**src/hw/rtl/rdsd_ram.sv**
```systemverilog
// ----------------------------------------------------------------------------
// rdsd_ram
// Simple dual-port synchronous RAM with a registered read port.
// ----------------------------------------------------------------------------
module rdsd_ram #(
    parameter int WIDTH = 8,
    parameter int DEPTH = 64
) (
    input  logic                     clk,
    input  logic                     we,
    input  logic [$clog2(DEPTH)-1:0] waddr,
    input  logic [WIDTH-1:0]         wdata,
    input  logic                     re,
    input  logic [$clog2(DEPTH)-1:0] raddr,
    output logic [WIDTH-1:0]         rdata
);

    logic [WIDTH-1:0] mem [DEPTH];

    always_ff @(posedge clk)
    begin
        if (we)
        begin
            mem[waddr] <= wdata;
        end
        if (re)
        begin
            rdata <= mem[raddr];
        end
    end

endmodule

```
**config.mk**
```make
export PLATFORM = sky130hd
export DESIGN_NAME = rdsd_ram
export DESIGN_NICKNAME = d
export VERILOG_FILES = /design/src/hw/rtl/rdsd_ram.sv
export SDC_FILE = /design/constraint.sdc
export NUM_CORES = 1
export LEC_CHECK = 0
export BUFFER_PORTS_ARGS = -buffer_cell sky130_fd_sc_hd__buf_2
export CORE_MARGIN = 2
export CORE_UTILIZATION = 35
export DETAILED_ROUTE_END_ITERATION = 8
export PLACE_DENSITY = 0.58
export SYNTH_ARGS = -nofsm -noshare
export SYNTH_HDL_FRONTEND = slang
export SYNTH_SLANG_ARGS = --single-unit
```
**constraint.sdc**
```tcl
create_clock -name clk -period 3.6 [get_ports clk]
set_input_delay 0.9 -clock clk [delete_from_list [all_inputs] [get_ports clk]]
set_output_delay 0.9 -clock clk [all_outputs]
set_load 0.01 [all_outputs]
```
; Word level (Yosys, flattened, before mapping)
; Memory sizes are Yosys's and may differ from the RTL's. A register that Yosys moved wholly into a read port is not among the register bits.
; Index checks and enable logic that the tools add are counted.
[word_totals]
elab_cells = 3
ff_bits = 0
mem_count = 1
ram_bits = 512
output_inout_bits = 8
input_bits = 23
[mem_list]
columns = memory, words, width, read_ports, rd_ports_with_merged_regs, write_ports, line
row1 = mem, 64, 8, 1, 1, 1, 18  ; logic [WIDTH-1:0] mem [DEPTH];
[classes]
n_mux = 2
[ops]
columns = operator, count
row1 = 1-bit 2-to-1 mux, 2

; Logic depth before layout (Yosys ltp)
[logic_depth]
word_depth = 2
mapped_depth = 9
mapped_depth_nobuf = 5

; Worst setup path after synthesis
; Ideal clock, no wire load.
[synth_timing]
path_type = input -> register
from = input port raddr[1]
to = register rdata[3] (read register of mem) (data pin)
t_arrival_ns = 2.440
setup_time_ns = 0.266
path_slack_ns = 0.894
required_ns = 3.334
path_buffers = 3
cell_stages = 7
cell_sequence = buf_4 > buf_2 > buf_2 > mux4_2 > mux4_2 > o21ai_1 > o41ai_1
[synth_rtl]
columns = element, line
row1 = start: declaration, 14  ; input logic [$clog2(DEPTH)-1:0] raddr,
row2 = end: declaration, 15  ; output logic [WIDTH-1:0] rdata

==> metrics <==
crit-path max cell delay 0.51 ns; crit share post-route 73.6%; leading area contributor after synthesis edfxtp_1; vias in the first global route 9904; pre-CTS setup slack 0.326 ns; syn avg cell area 21.5 um^2; port buffer count 30; sequential area share after synthesis 77.1%; pwr dens 535 mW/mm^2; main combinational cell family by area after synthesis multiplexers; Synth top area share 77.1%; NumNets Final 1105; Leak 7.49 nW; crit path DAT 2.97 ns; Crit. End Element register; clk root buf clkbuf_16; multiplexer area fraction after synthesis 15.9%; DP HPWL 29.5 mm; Data required, critical path 3.92 ns; Final TNS setup 0 ns; Final setup violation count 0; fill cell count 5091; most used cells in the layout excluding fill and tap cells edfxtp_1 (520), mux4_2 (126), buf_4 (105), nor2_1 (83), clkbuf_16 (51); Synth Area in Compound Gates 2.06%; global-route wire length before repair 67.5 mm; Num CTS Buffers 50; final slew viol count 0; die height 245 um; Die X-Extent 245 um; Initial Util 35.2%; Layout Cells excl Fill 1888; CTS tree yes; Placer Congestion 0.797; DR pass1 iterations 5; Clock Sinks 520; via count 9717; Post-Synth XOR/XNOR Area 0%; Setup Skew 0.0161 ns; largest cells by area after synthesis edfxtp_1 (77%), mux4_2 (14%), nor2_1 (1.5%); WHS 0.572 ns; relative slew slack 49.8%; gr usage total 15.6%; slowest stage cell, crit path mux4_2; min cycle time layout 2.65 ns; Worst setup SP type input pin; hold path cells 1; run status finished, final reports clean; post-route cell area 0.0236 mm^2; worst min path class input pin to register; adder-cell share of the synthesized area 0%; largest net degree at the start of global routing 65; Die ar. 0.0598 mm^2; Clock Path Buffers 3; Netlist Area Pre-Place 0.0202 mm^2; H-tree depth 2; DP Area 0.0220 mm^2; worst-margin pin slew 0.752 ns; total chip power 12.7 mW; core box area 0.0575 mm^2; YS warnings 0; Post-DRT Antenna Nets 0; hold path startpoint wdata[0]; Worst-Skew Late Latency 0.58 ns; Routed WL 45.9 mm; R2R cell count 5; CP most frequent cell buf_4; Netlist cell types 39; CTS resizes 0; final core occ 41.1%; crit path cell chain clkbuf_8 > buf_4 > mux4_2 > nor2b_1 > a2111oi_0 > buf_4 > o41ai_1; # Post-CTS Setup Buffers 0; Final Hold Fails 0; # hold bufs at CTS 0; post-synthesis register bit count 520; fmax 377 MHz; Wirelength per Cell 24.3 um; dpl cells 1795; layout cells sized above 1 31.8%; Max-Cap Viols 0; Layout area overhead 16.8%; # IOs 31; reg2reg start mem[16][6]$_DFFE_PP_; Synth Instances 940; Worst-path clk slew 0.06 ns; initial antenna violation count 3; RSZ-0062 raised after global routing false; Mapped Nets 963; kind of critical path input pin to register; GRT overflow 0; critical path peak fanout 21; Post-Synth Simple-Gate Area 3.37%; worst setup margin 0.950 ns; commonest non-fill, non-tap cell in the layout edfxtp_1; routed vias/inst 5.15; Worst Setup SP raddr[0]; post-route DRC violation count 0; Starting DRT DRC Count 885; worst vdd rail ir drop 0.275 mV; Core Rows 88
-- final cells by class --
| cell class | count | area (um^2) | share of cell area [%] |
|---|---|---|---|
| clock buffers | 56 | 1290 | 5.48 |
| clock inverters | 36 | 363 | 1.53 |
| diodes | 1 | 2.50 | 0.0106 |
| well taps | 765 | 957 | 4.05 |
| repair buffers | 141 | 1100 | 4.64 |
| flip-flops and latches | 520 | 15600 | 66.0 |
| multi-input cells | 369 | 4320 | 18.3 |
-- logic make-up after synthesis --
group	after synthesis
flip-flops	520
multiplexers	162
AND/OR/NAND/NOR	153
AO/OA/AOI/OAI	54
buffers and inverters	51
-- sequential cells by signal, summed over array words and instances (netlist names) --
| register | count |
|---|---|
| mem | 512 |
| rdata | 8 |
-- routing by layer --
layer | part of all wire, % | up-vias | track usage [%]
met5 | 0.10 | - | 0
met2 | 47 | 271 | 24.5
met4 | 2.7 | 6 | 5.51
li1 | - | 4224 | -
met3 | 5.6 | 71 | 2.72
met1 | 44 | 5145 | 21.9
-- cell usage after synthesis --
master,instances
o41ai_1,2
a221oi_1,6
o311ai_1,1
mux2_2,13
o2bb2ai_1,3
nand3_1,13
o2111ai_1,3
o22ai_1,8
nand4_1,2
nand4b_1,1
nor3_1,7
a22oi_1,3
a211oi_1,4
buf_1,4
mux2i_1,23
edfxtp_1,520
o221ai_1,8
a2111oi_0,2
mux4_2,126
nor2b_1,14
o21a_1,2
nand2b_1,7
or3_1,1
o21ai_1,2
o221a_2,2
o32ai_1,2
buf_6,4
buf_2,11
buf_4,13
clkbuf_1,17
a31oi_1,1
buf_12,2
nand2_1,19
a21oi_1,3
nor4_1,2
and2_1,1
o21ai_0,2
nand3b_1,3
nor2_1,83
-- power by group --
| part | switching [mW] | internal (mW) |
|---|---|---|
| combinational | 0.391 | 0.257 |
| clock | 2.18 | 3.09 |
| sequential | 0.0176 | 6.71 |
-- path summary, 6_finish.rpt --
path,slack [ns],end
worst min register to register,0.90,rdata[2]$_DFFE_PP_
worst min-delay path,0.57,mem[16][0]$_DFFE_PP_
worst max register to register,1.44,rdata[6]$_DFFE_PP_
worst max-delay path,0.95,rdata[3]$_DFFE_PP_
-- worst max-delay path: cells and delay by family --
| family | cells | cell delay [ns] |
|---|---|---|
| AND/OR/NAND/NOR | 1 | 0.17 |
| multiplexers | 1 | 0.51 |
| AO/OA/AOI/OAI | 2 | 0.58 |
| buffers and inverters | 3 | 0.80 |
No activity file was read; power rests on OpenSTA's default activity.
