$ cat src/hw/rtl/rdsd_pkg.sv
// ----------------------------------------------------------------------------
// rdsd_pkg
// Types and codes shared by the replacement policy modules.
// ----------------------------------------------------------------------------
package rdsd_pkg;

    // Replacement state of one way.
    typedef struct packed {
        logic       valid;
        logic [1:0] dead;
        logic [1:0] rrpv;
    } entry_t;

    // Per-set state: last address, stream counter and leader kind.
    typedef struct packed {
        logic [47:0] last_address;
        logic [1:0]  stream_count;
        logic [1:0]  leader_kind;
    } set_entry_t;

    localparam logic [1:0] KIND_FOLLOWER = 2'd0;
    localparam logic [1:0] KIND_LIP      = 2'd1;
    localparam logic [1:0] KIND_BIP      = 2'd2;

    localparam logic ACT_QUERY  = 1'b0;
    localparam logic ACT_UPDATE = 1'b1;

    localparam logic [1:0] REG_STRIDE_LIMIT     = 2'd0;
    localparam logic [1:0] REG_STREAM_THRESHOLD = 2'd1;
    localparam logic [1:0] REG_DEAD_THRESHOLD   = 2'd2;
    localparam logic [1:0] REG_DECAY_SHIFT      = 2'd3;

    localparam logic [1:0] RRPV_MAX = 2'd3;

    typedef enum logic [1:0] {
        ROW_QUERY,
        ROW_UPDATE,
        ROW_DECAY
    } row_op_t;

    // Control from the sequencer to the row logic.
    typedef struct packed {
        row_op_t    op;
        logic       hit;
        logic       streaming;
        logic [1:0] dead_limit;
        logic [1:0] policy_rrpv;
    } row_ctrl_t;

    // Status from the row logic back to the sequencer.
    typedef struct packed {
        logic bypassed;
        logic dead_pred;
    } row_status_t;

    typedef enum logic [2:0] {
        ST_CLEAR,
        ST_LEADER,
        ST_IDLE,
        ST_EXEC,
        ST_SWEEP
    } state_t;

endpackage

$ cat src/hw/rtl/rdsd_row_logic.sv
// ----------------------------------------------------------------------------
// rdsd_row_logic
// Read-modify-write logic for one set row: victim search, update and decay.
// ----------------------------------------------------------------------------
module rdsd_row_logic #(
    parameter int WAY_COUNT = 16
) (
    input  rdsd_pkg::entry_t [WAY_COUNT-1:0] row_in,
    input  logic [$clog2(WAY_COUNT)-1:0]     way,
    input  rdsd_pkg::row_ctrl_t              ctrl,
    output rdsd_pkg::entry_t [WAY_COUNT-1:0] row_out,
    output logic [$clog2(WAY_COUNT)-1:0]     victim,
    output rdsd_pkg::row_status_t            status
);

    localparam int WAY_W = $clog2(WAY_COUNT);

    logic [3:0]       any_all;
    logic [3:0]       any_valid;
    logic [1:0]       top_all;
    logic [1:0]       top_valid;
    logic [1:0]       age;
    logic [WAY_W-1:0] first_top;
    logic [WAY_W-1:0] last_valid_top;
    rdsd_pkg::entry_t sel;
    logic [1:0]       dead_m;

    always_comb
    begin
        any_all   = '0;
        any_valid = '0;
        for (int w = 0; w < WAY_COUNT; w++)
        begin
            any_all[row_in[w].rrpv] = 1'b1;
            if (row_in[w].valid)
            begin
                any_valid[row_in[w].rrpv] = 1'b1;
            end
        end
        top_all   = any_all[3] ? 2'd3 : any_all[2] ? 2'd2 : any_all[1] ? 2'd1 : 2'd0;
        top_valid = any_valid[3] ? 2'd3 : any_valid[2] ? 2'd2 : any_valid[1] ? 2'd1 : 2'd0;
        age       = rdsd_pkg::RRPV_MAX - top_all;

        first_top      = '0;
        last_valid_top = '0;
        for (int w = WAY_COUNT - 1; w >= 0; w--)
        begin
            if (row_in[w].rrpv == top_all)
            begin
                first_top = WAY_W'(w);
            end
        end
        for (int w = 0; w < WAY_COUNT; w++)
        begin
            if (row_in[w].valid && (row_in[w].rrpv == top_valid))
            begin
                last_valid_top = WAY_W'(w);
            end
        end

        sel    = row_in[way];
        dead_m = (sel.valid && (sel.dead != 2'd3)) ? sel.dead + 2'd1 : sel.dead;

        status.dead_pred = (dead_m >= ctrl.dead_limit);
        status.bypassed  = 1'b0;
        row_out          = row_in;
        victim           = '0;

        unique case (ctrl.op)
            rdsd_pkg::ROW_QUERY:
            begin
                if (ctrl.streaming)
                begin
                    victim = last_valid_top;
                end
                else
                begin
                    victim = first_top;
                    for (int w = 0; w < WAY_COUNT; w++)
                    begin
                        row_out[w].rrpv = row_in[w].rrpv + age;
                    end
                end
            end
            rdsd_pkg::ROW_UPDATE:
            begin
                if (ctrl.hit)
                begin
                    row_out[way] = '{valid: 1'b1, dead: 2'd0, rrpv: 2'd0};
                end
                else if (ctrl.streaming)
                begin
                    row_out[way]    = '{valid: 1'b0, dead: dead_m, rrpv: sel.rrpv};
                    status.bypassed = 1'b1;
                end
                else
                begin
                    row_out[way] = '{valid: 1'b1, dead: 2'd0,
                                     rrpv: status.dead_pred ? rdsd_pkg::RRPV_MAX
                                                            : ctrl.policy_rrpv};
                end
            end
            rdsd_pkg::ROW_DECAY:
            begin
                for (int w = 0; w < WAY_COUNT; w++)
                begin
                    if (row_in[w].dead != 2'd0)
                    begin
                        row_out[w].dead = row_in[w].dead - 2'd1;
                    end
                end
            end
            default:
            begin
                row_out = row_in;
            end
        endcase
    end

endmodule

$ cat config.mk
export PLATFORM = sky130hd
export DESIGN_NAME = rdsd_row_logic
export DESIGN_NICKNAME = d
export VERILOG_FILES = /design/src/hw/rtl/rdsd_pkg.sv /design/src/hw/rtl/rdsd_row_logic.sv
export SDC_FILE = /design/constraint.sdc
export NUM_CORES = 1
export LEC_CHECK = 0
export ABC_AREA = 1
export BUFFER_PORTS_ARGS = -buffer_cell sky130_fd_sc_hd__buf_2
export CAP_MARGIN = 25
export CORE_MARGIN = 2
export CORE_UTILIZATION = 40
export DETAILED_ROUTE_END_ITERATION = 7
export PLACE_DENSITY = 0.78
export SLEW_MARGIN = 5
export SYNTH_ARGS = -nofsm -noshare
export SYNTH_HDL_FRONTEND = slang
export SYNTH_SLANG_ARGS = --single-unit
export TNS_END_PERCENT = 20
$ cat constraint.sdc
create_clock -name vclk -period 9.9
set_clock_uncertainty 0.05 [all_clocks]
set_input_delay 0 -clock vclk [all_inputs]
set_output_delay 0 -clock vclk [all_outputs]
set_load 0.005 [all_outputs]
# ---- After elaboration in Yosys (flattened, before gate mapping)
# Index checks and enable logic that the tools add are counted.
dict set report word_totals {
  wordCells 366
  input_bits 92
  reg_bits 0
}
dict set report classes {
  n_eq_ne 34
  n_bitwise 33
  order_cmp 35
  muxes 180
  reduce_logical 50
  n_addsub 34
}
# operator n
set op_table {}
lappend op_table {{$mux W4} 48}
lappend op_table {{$bwmux W80} 2}
lappend op_table {{$mux W80} 2}
lappend op_table {{$pmux W2 S2} 32}
lappend op_table {{$or A4 B4 Y4} 30}
lappend op_table {{$mux W2} 38}
lappend op_table {{$and A64 B64 Y64} 1}
lappend op_table {{$not A64 Y64} 1}
lappend op_table {{$eq A2 B2 Y1} 31}
lappend op_table {{$lt A2 B3 Y1 const B} 16}
lappend op_table {{$mux W1} 38}
lappend op_table {{$logic_and A1 B1 Y1} 33}
lappend op_table {{$add A2 B2 Y2} 16}
lappend op_table {{$demux W1 S2} 16}
lappend op_table {{$ge A2 B1 Y1 const B} 16}
lappend op_table {{$reduce_bool A2 Y1} 16}
lappend op_table {{$sub A2 B1 Y2 const B} 16}
lappend op_table {{$bmux W5 S4} 1}
lappend op_table {{$demux W5 S4} 1}
lappend op_table {{$or A16 B16 Y16} 1}
lappend op_table {{$mux W5} 2}
lappend op_table {{$lt A4 B5 Y1 const B} 1}
lappend op_table {{$ge A4 B1 Y1 const B} 1}
lappend op_table {{$add A2 B1 Y2 const B} 1}
lappend op_table {{other kinds (6)} 6}

# ---- Logic depth before layout (Yosys ltp)
dict set report depth {
  word_depth 57
  mapped_depth 32
}

# ---- Least setup slack after synthesis
# No wires, ideal clock.
dict set report synth_path {
  kind {in2out}
  start {in row_in[6] in the netlist's numbering}
  end {out victim[0]}
  required_time_ns 9.850
  arrival_ns 3.535
  path_slack_ns 6.315
  stages 31
  path_cell_list {buf_2 inv_1 nand2_1 o2111ai_1 a221oi_1 o211ai_1 a21oi_1 o2111ai_1 a21oi_1 o2111ai_1 a21boi_0 ha_1 nand2_1 nand2_1 nand2_1 nand2_1 nand2_1 nand2_1 nand2_1 nand2_1 nand2_1 nand2_1 nand2_1 nand2_1 nand2_1 nand2_1 nand2_1 nand2_1 nand2_1 nand2_1 nor2_1}
}
dict set report synth_via {
  elab_chain_cells 56
  elab_cells_between_ends 135
}
# element line
set synth_lines {}
lappend synth_lines {{start, declared} rdsd_row_logic.sv:8} ;# input rdsd_pkg::entry_t [WAY_COUNT-1:0] row_in,
lappend synth_lines {{$lt A2 B3 Y1 (not written as such) / $ge A2 B1 Y1 (equally long branches)} {rdsd_row_logic.sv:34, rdsd_row_logic.sv:37}}
lappend synth_lines {{$logic_and A1 B1 Y1 (not written as such)} {rdsd_row_logic.sv:34, rdsd_row_logic.sv:37}}
lappend synth_lines {{$mux W1 (not written as such)} {rdsd_row_logic.sv:34, rdsd_row_logic.sv:37}}
lappend synth_lines {{$demux W1 S2} {rdsd_row_logic.sv:34, rdsd_row_logic.sv:37}}
lappend synth_lines {{$or A4 B4 Y4 (no source line)} n/a}
lappend synth_lines {{$mux W4} rdsd_row_logic.sv:35} ;# if (row_in[w].valid)
lappend synth_lines {{$or A4 B4 Y4 (no source line)} n/a}
lappend synth_lines {{$mux W4} rdsd_row_logic.sv:35}
lappend synth_lines {{[... 26 more ...]} n/a}
lappend synth_lines {{$mux W1} rdsd_row_logic.sv:41} ;# top_valid = any_valid[3] ? 2'd3 : any_valid[2] ? 2'd2 : any_valid[1] ? 2'd1 : 2'd0;
lappend synth_lines {{$mux W2 (2 in a row)} rdsd_row_logic.sv:41}
lappend synth_lines {{$eq A2 B2 Y1} rdsd_row_logic.sv:55} ;# if (row_in[w].valid && (row_in[w].rrpv == top_valid))
lappend synth_lines {{$logic_and A1 B1 Y1} rdsd_row_logic.sv:55}
lappend synth_lines {{$mux W1} rdsd_row_logic.sv:55}
lappend synth_lines {{$mux W4 (14 in a row)} rdsd_row_logic.sv:55}
lappend synth_lines {{$mux W4 (*)} rdsd_row_logic.sv:72} ;# if (ctrl.streaming)
lappend synth_lines {{$mux W4 (*)} rdsd_row_logic.sv:69} ;# unique case (ctrl.op)
lappend synth_lines {{end, declared} rdsd_row_logic.sv:12} ;# output logic [$clog2(WAY_COUNT)-1:0] victim,
# Every way passes the cells marked *; elsewhere a longest branch is shown, timed or not.

==> impl_metrics.env <==
export IMPL_dp_hpwl_mm=19.3
export IMPL_synth_compound_area_frac=0.386
export IMPL_cp_endpoint="row_out[41]"
export IMPL_dr_total_vias=7818
export IMPL_setup_tns_ns=0
export IMPL_rows=40
export IMPL_synth_xor_area_frac=0.0322
export IMPL_netlist_instances=966
export IMPL_worstPathRequired_ns=9.85
export IMPL_drive_gt1_frac=0.180
export IMPL_gp_congestion=1.01
export IMPL_top_usage_layer="met2"
export IMPL_synth_fa_ha_area_frac=0.0561
export IMPL_drv_cap=0
export IMPL_ant_nets=0
export IMPL_synth_cell_area_mm2=0.00490
export IMPL_nNetsFinal=1206
export IMPL_p_leak_nw=2.89
export IMPL_ys_seq_area_frac=0
export IMPL_crit_path_end_kind="output pin"
export IMPL_dieArea_mm2=0.0132
export IMPL_cts_resized=0
export IMPL_hold_viol=0
export IMPL_track_usage=0.363
export IMPL_drtPass1Iterations=6
export IMPL_hold_class="in2out"
export IMPL_crit_slowest_cell="inv_1"
export IMPL_setup_viol=0
export IMPL_post_cts_buffers=0
export IMPL_grt_pass1_wl_mm=38.2
export IMPL_worst_slack_ns=4.98
export IMPL_syn_nets=1080
export IMPL_status="finished clean"
export IMPL_use_met3=0.0434
export IMPL_ctsHoldBuffers=0
export IMPL_insertedDiodeCount=0
export IMPL_drc_errors=0
export IMPL_area_delta_synth_final_pct=16.4
export IMPL_vdd_ir_drop_max_mv=0.0332
export IMPL_io_buffers=178
export IMPL_fmax_ghz=0.203
export IMPL_core_mm2=0.0120
export IMPL_synth_simple_area_share=0.363
export IMPL_seqCellArea_um2=0
export IMPL_crit_cells=20
export IMPL_critPathArrivalTime_ns=4.87
export IMPL_grt_pass1_vias=6995
export IMPL_worstSetupStartpoint="way[0]"
export IMPL_grt_overflow=0
export IMPL_period_needed_ns=4.92
export IMPL_startpoint_type="input port"
export IMPL_fp_dieH_um=115
export IMPL_first_iter_violations=1466
export IMPL_path_buf_inv=5
export IMPL_path_cells="buf_2 > nor2_1 > inv_1 > o22ai_1 > o21ai_0 > nand4_1 > inv_1 > ha_1 > a211oi_2 > nand2_1 > or2_0 > nand2_1 > inv_1 > ha_1 > a21oi_1 > nand3b_1 > a21boi_0 > nand2_1 > o211ai_1 > buf_2"
export IMPL_critPathTopFamily="simple AND/OR/NAND/NOR gates"
export IMPL_final_util=0.475
export IMPL_syn_area_per_cell_um2=5.08
export IMPL_routed_wl_mm=25.1
export IMPL_start_util=0.408
export IMPL_slew_violations=0
export IMPL_setup_worst_path_class="in2out"
export IMPL_power_density_mw_per_mm2=57.2
export IMPL_viasPerCell=6.32
export IMPL_grt_max_degree=44
export IMPL_die_x_um=115
export IMPL_seq_cells=0
export IMPL_period_share=0.497
export IMPL_yosys_cell_types_count=41
export IMPL_met2_usage=0.584
export IMPL_path_max_fanout=22
export IMPL_maxSlewHeadroom=0.286
export IMPL_synth_top_family_by_area="compound AO/OA/AOI/OAI gates"
export IMPL_rsz0062_at_grt="no"
export IMPL_antenna_found_initial=0
export IMPL_route_detailed_wl_per_inst_um=20.3
export IMPL_yosysWarnings=0
export IMPL_clock_buffers=0
export IMPL_pin_count=178
export IMPL_synth_mux_area_frac=0
export IMPL_hold_worst_slack_ns=0.283
export IMPL_max_slew_worst_pin_slew_ns=1.06
export IMPL_max_stage_delay_ns=0.45
export IMPL_place_ws_ns=5.35
export IMPL_grt_use_met1=0.519
## synthesized netlist by cell type (2+ instances only)
master	count	area, µm²
a21boi_0	2	15.0
a21oi_1	62	310
a221oi_1	2	17.5
a31oi_1	22	138
a32o_1	10	100
a32oi_1	16	140
buf_2	20	100
buf_4	7	52.6
buf_6	6	67.6
clkbuf_1	23	86.3
clkinv_1	3	11.3
ha_1	22	275
inv_1	117	439
inv_2	4	15.0
nand2_1	229	860
nand2_2	4	25.0
nand3_1	82	410
nand4_1	9	56.3
nor2_1	98	368
nor3_1	6	30.0
o2111ai_1	5	43.8
o211ai_1	18	135
o21ai_0	114	571
o221ai_1	11	96.3
o22ai_1	42	263
xnor2_1	12	105
xor2_1	6	52.6
## where the power goes
group          switching [mW]  leakage, nW  internal, mW  total [mW]
sequential                  0            0             0           0
clock                       0            0             0           0
combinational           0.217         2.89         0.110       0.327
## stage by stage
step	cells	area, µm²	power [mW]
2_1_floorplan	966	4900	0.190
3_3_place_gp	1236	5680	0.310
3_5_place_dp	1236	5680	0.310
4_1_cts	1236	5680	0.312
5_1_grt	1237	5710	0.353
6_report	1237	5710	0.327
## area by class of cell
cell class	count	area, µm²
timing repair buffer	183	948
tap	147	184
inverter	124	465
multi-input combinational	783	4110
fill	1381	6300
## layout by cell type (no fill, tap or decap), types with 16 or more instances in the layout
cell type,count
o22ai_1,42
a31oi_1,22
nor2_1,98
a32oi_1,16
o211ai_1,18
a21oi_1,62
buf_2,178
nand2_1,229
inv_1,117
ha_1,22
o21ai_0,114
nand3_1,82
## metal layers
layer  wire length, µm  vias up
met5                 0        -
met4               692        0
met3              3290       64
met2             11100      682
met1              9990     3477
li1                  -     3595
## worst min-delay path by stage
| stage | from | end | slack (ns) | cells after the start |
|---|---|---|---|---|
| floorplan | row_in[22] | row_out[22] | 0.05 | 2 |
| global placement | row_in[68] | row_out[68] | 0.28 | 3 |
| detailed placement | row_in[68] | row_out[68] | 0.27 | 3 |
| CTS | row_in[68] | row_out[68] | 0.27 | 3 |
| global route | row_in[28] | row_out[28] | 0.30 | 3 |
| finish | row_in[68] | row_out[68] | 0.28 | 3 |
## cells by family after synthesis
family / Yosys count
AOI/OAI and AO/OA: 311
buffers and inverters: 183
adders and majority gates: 22
xor gates and xnor gates: 18
and+or+nand+nor: 432
Power figures use the tool's default switching activity.
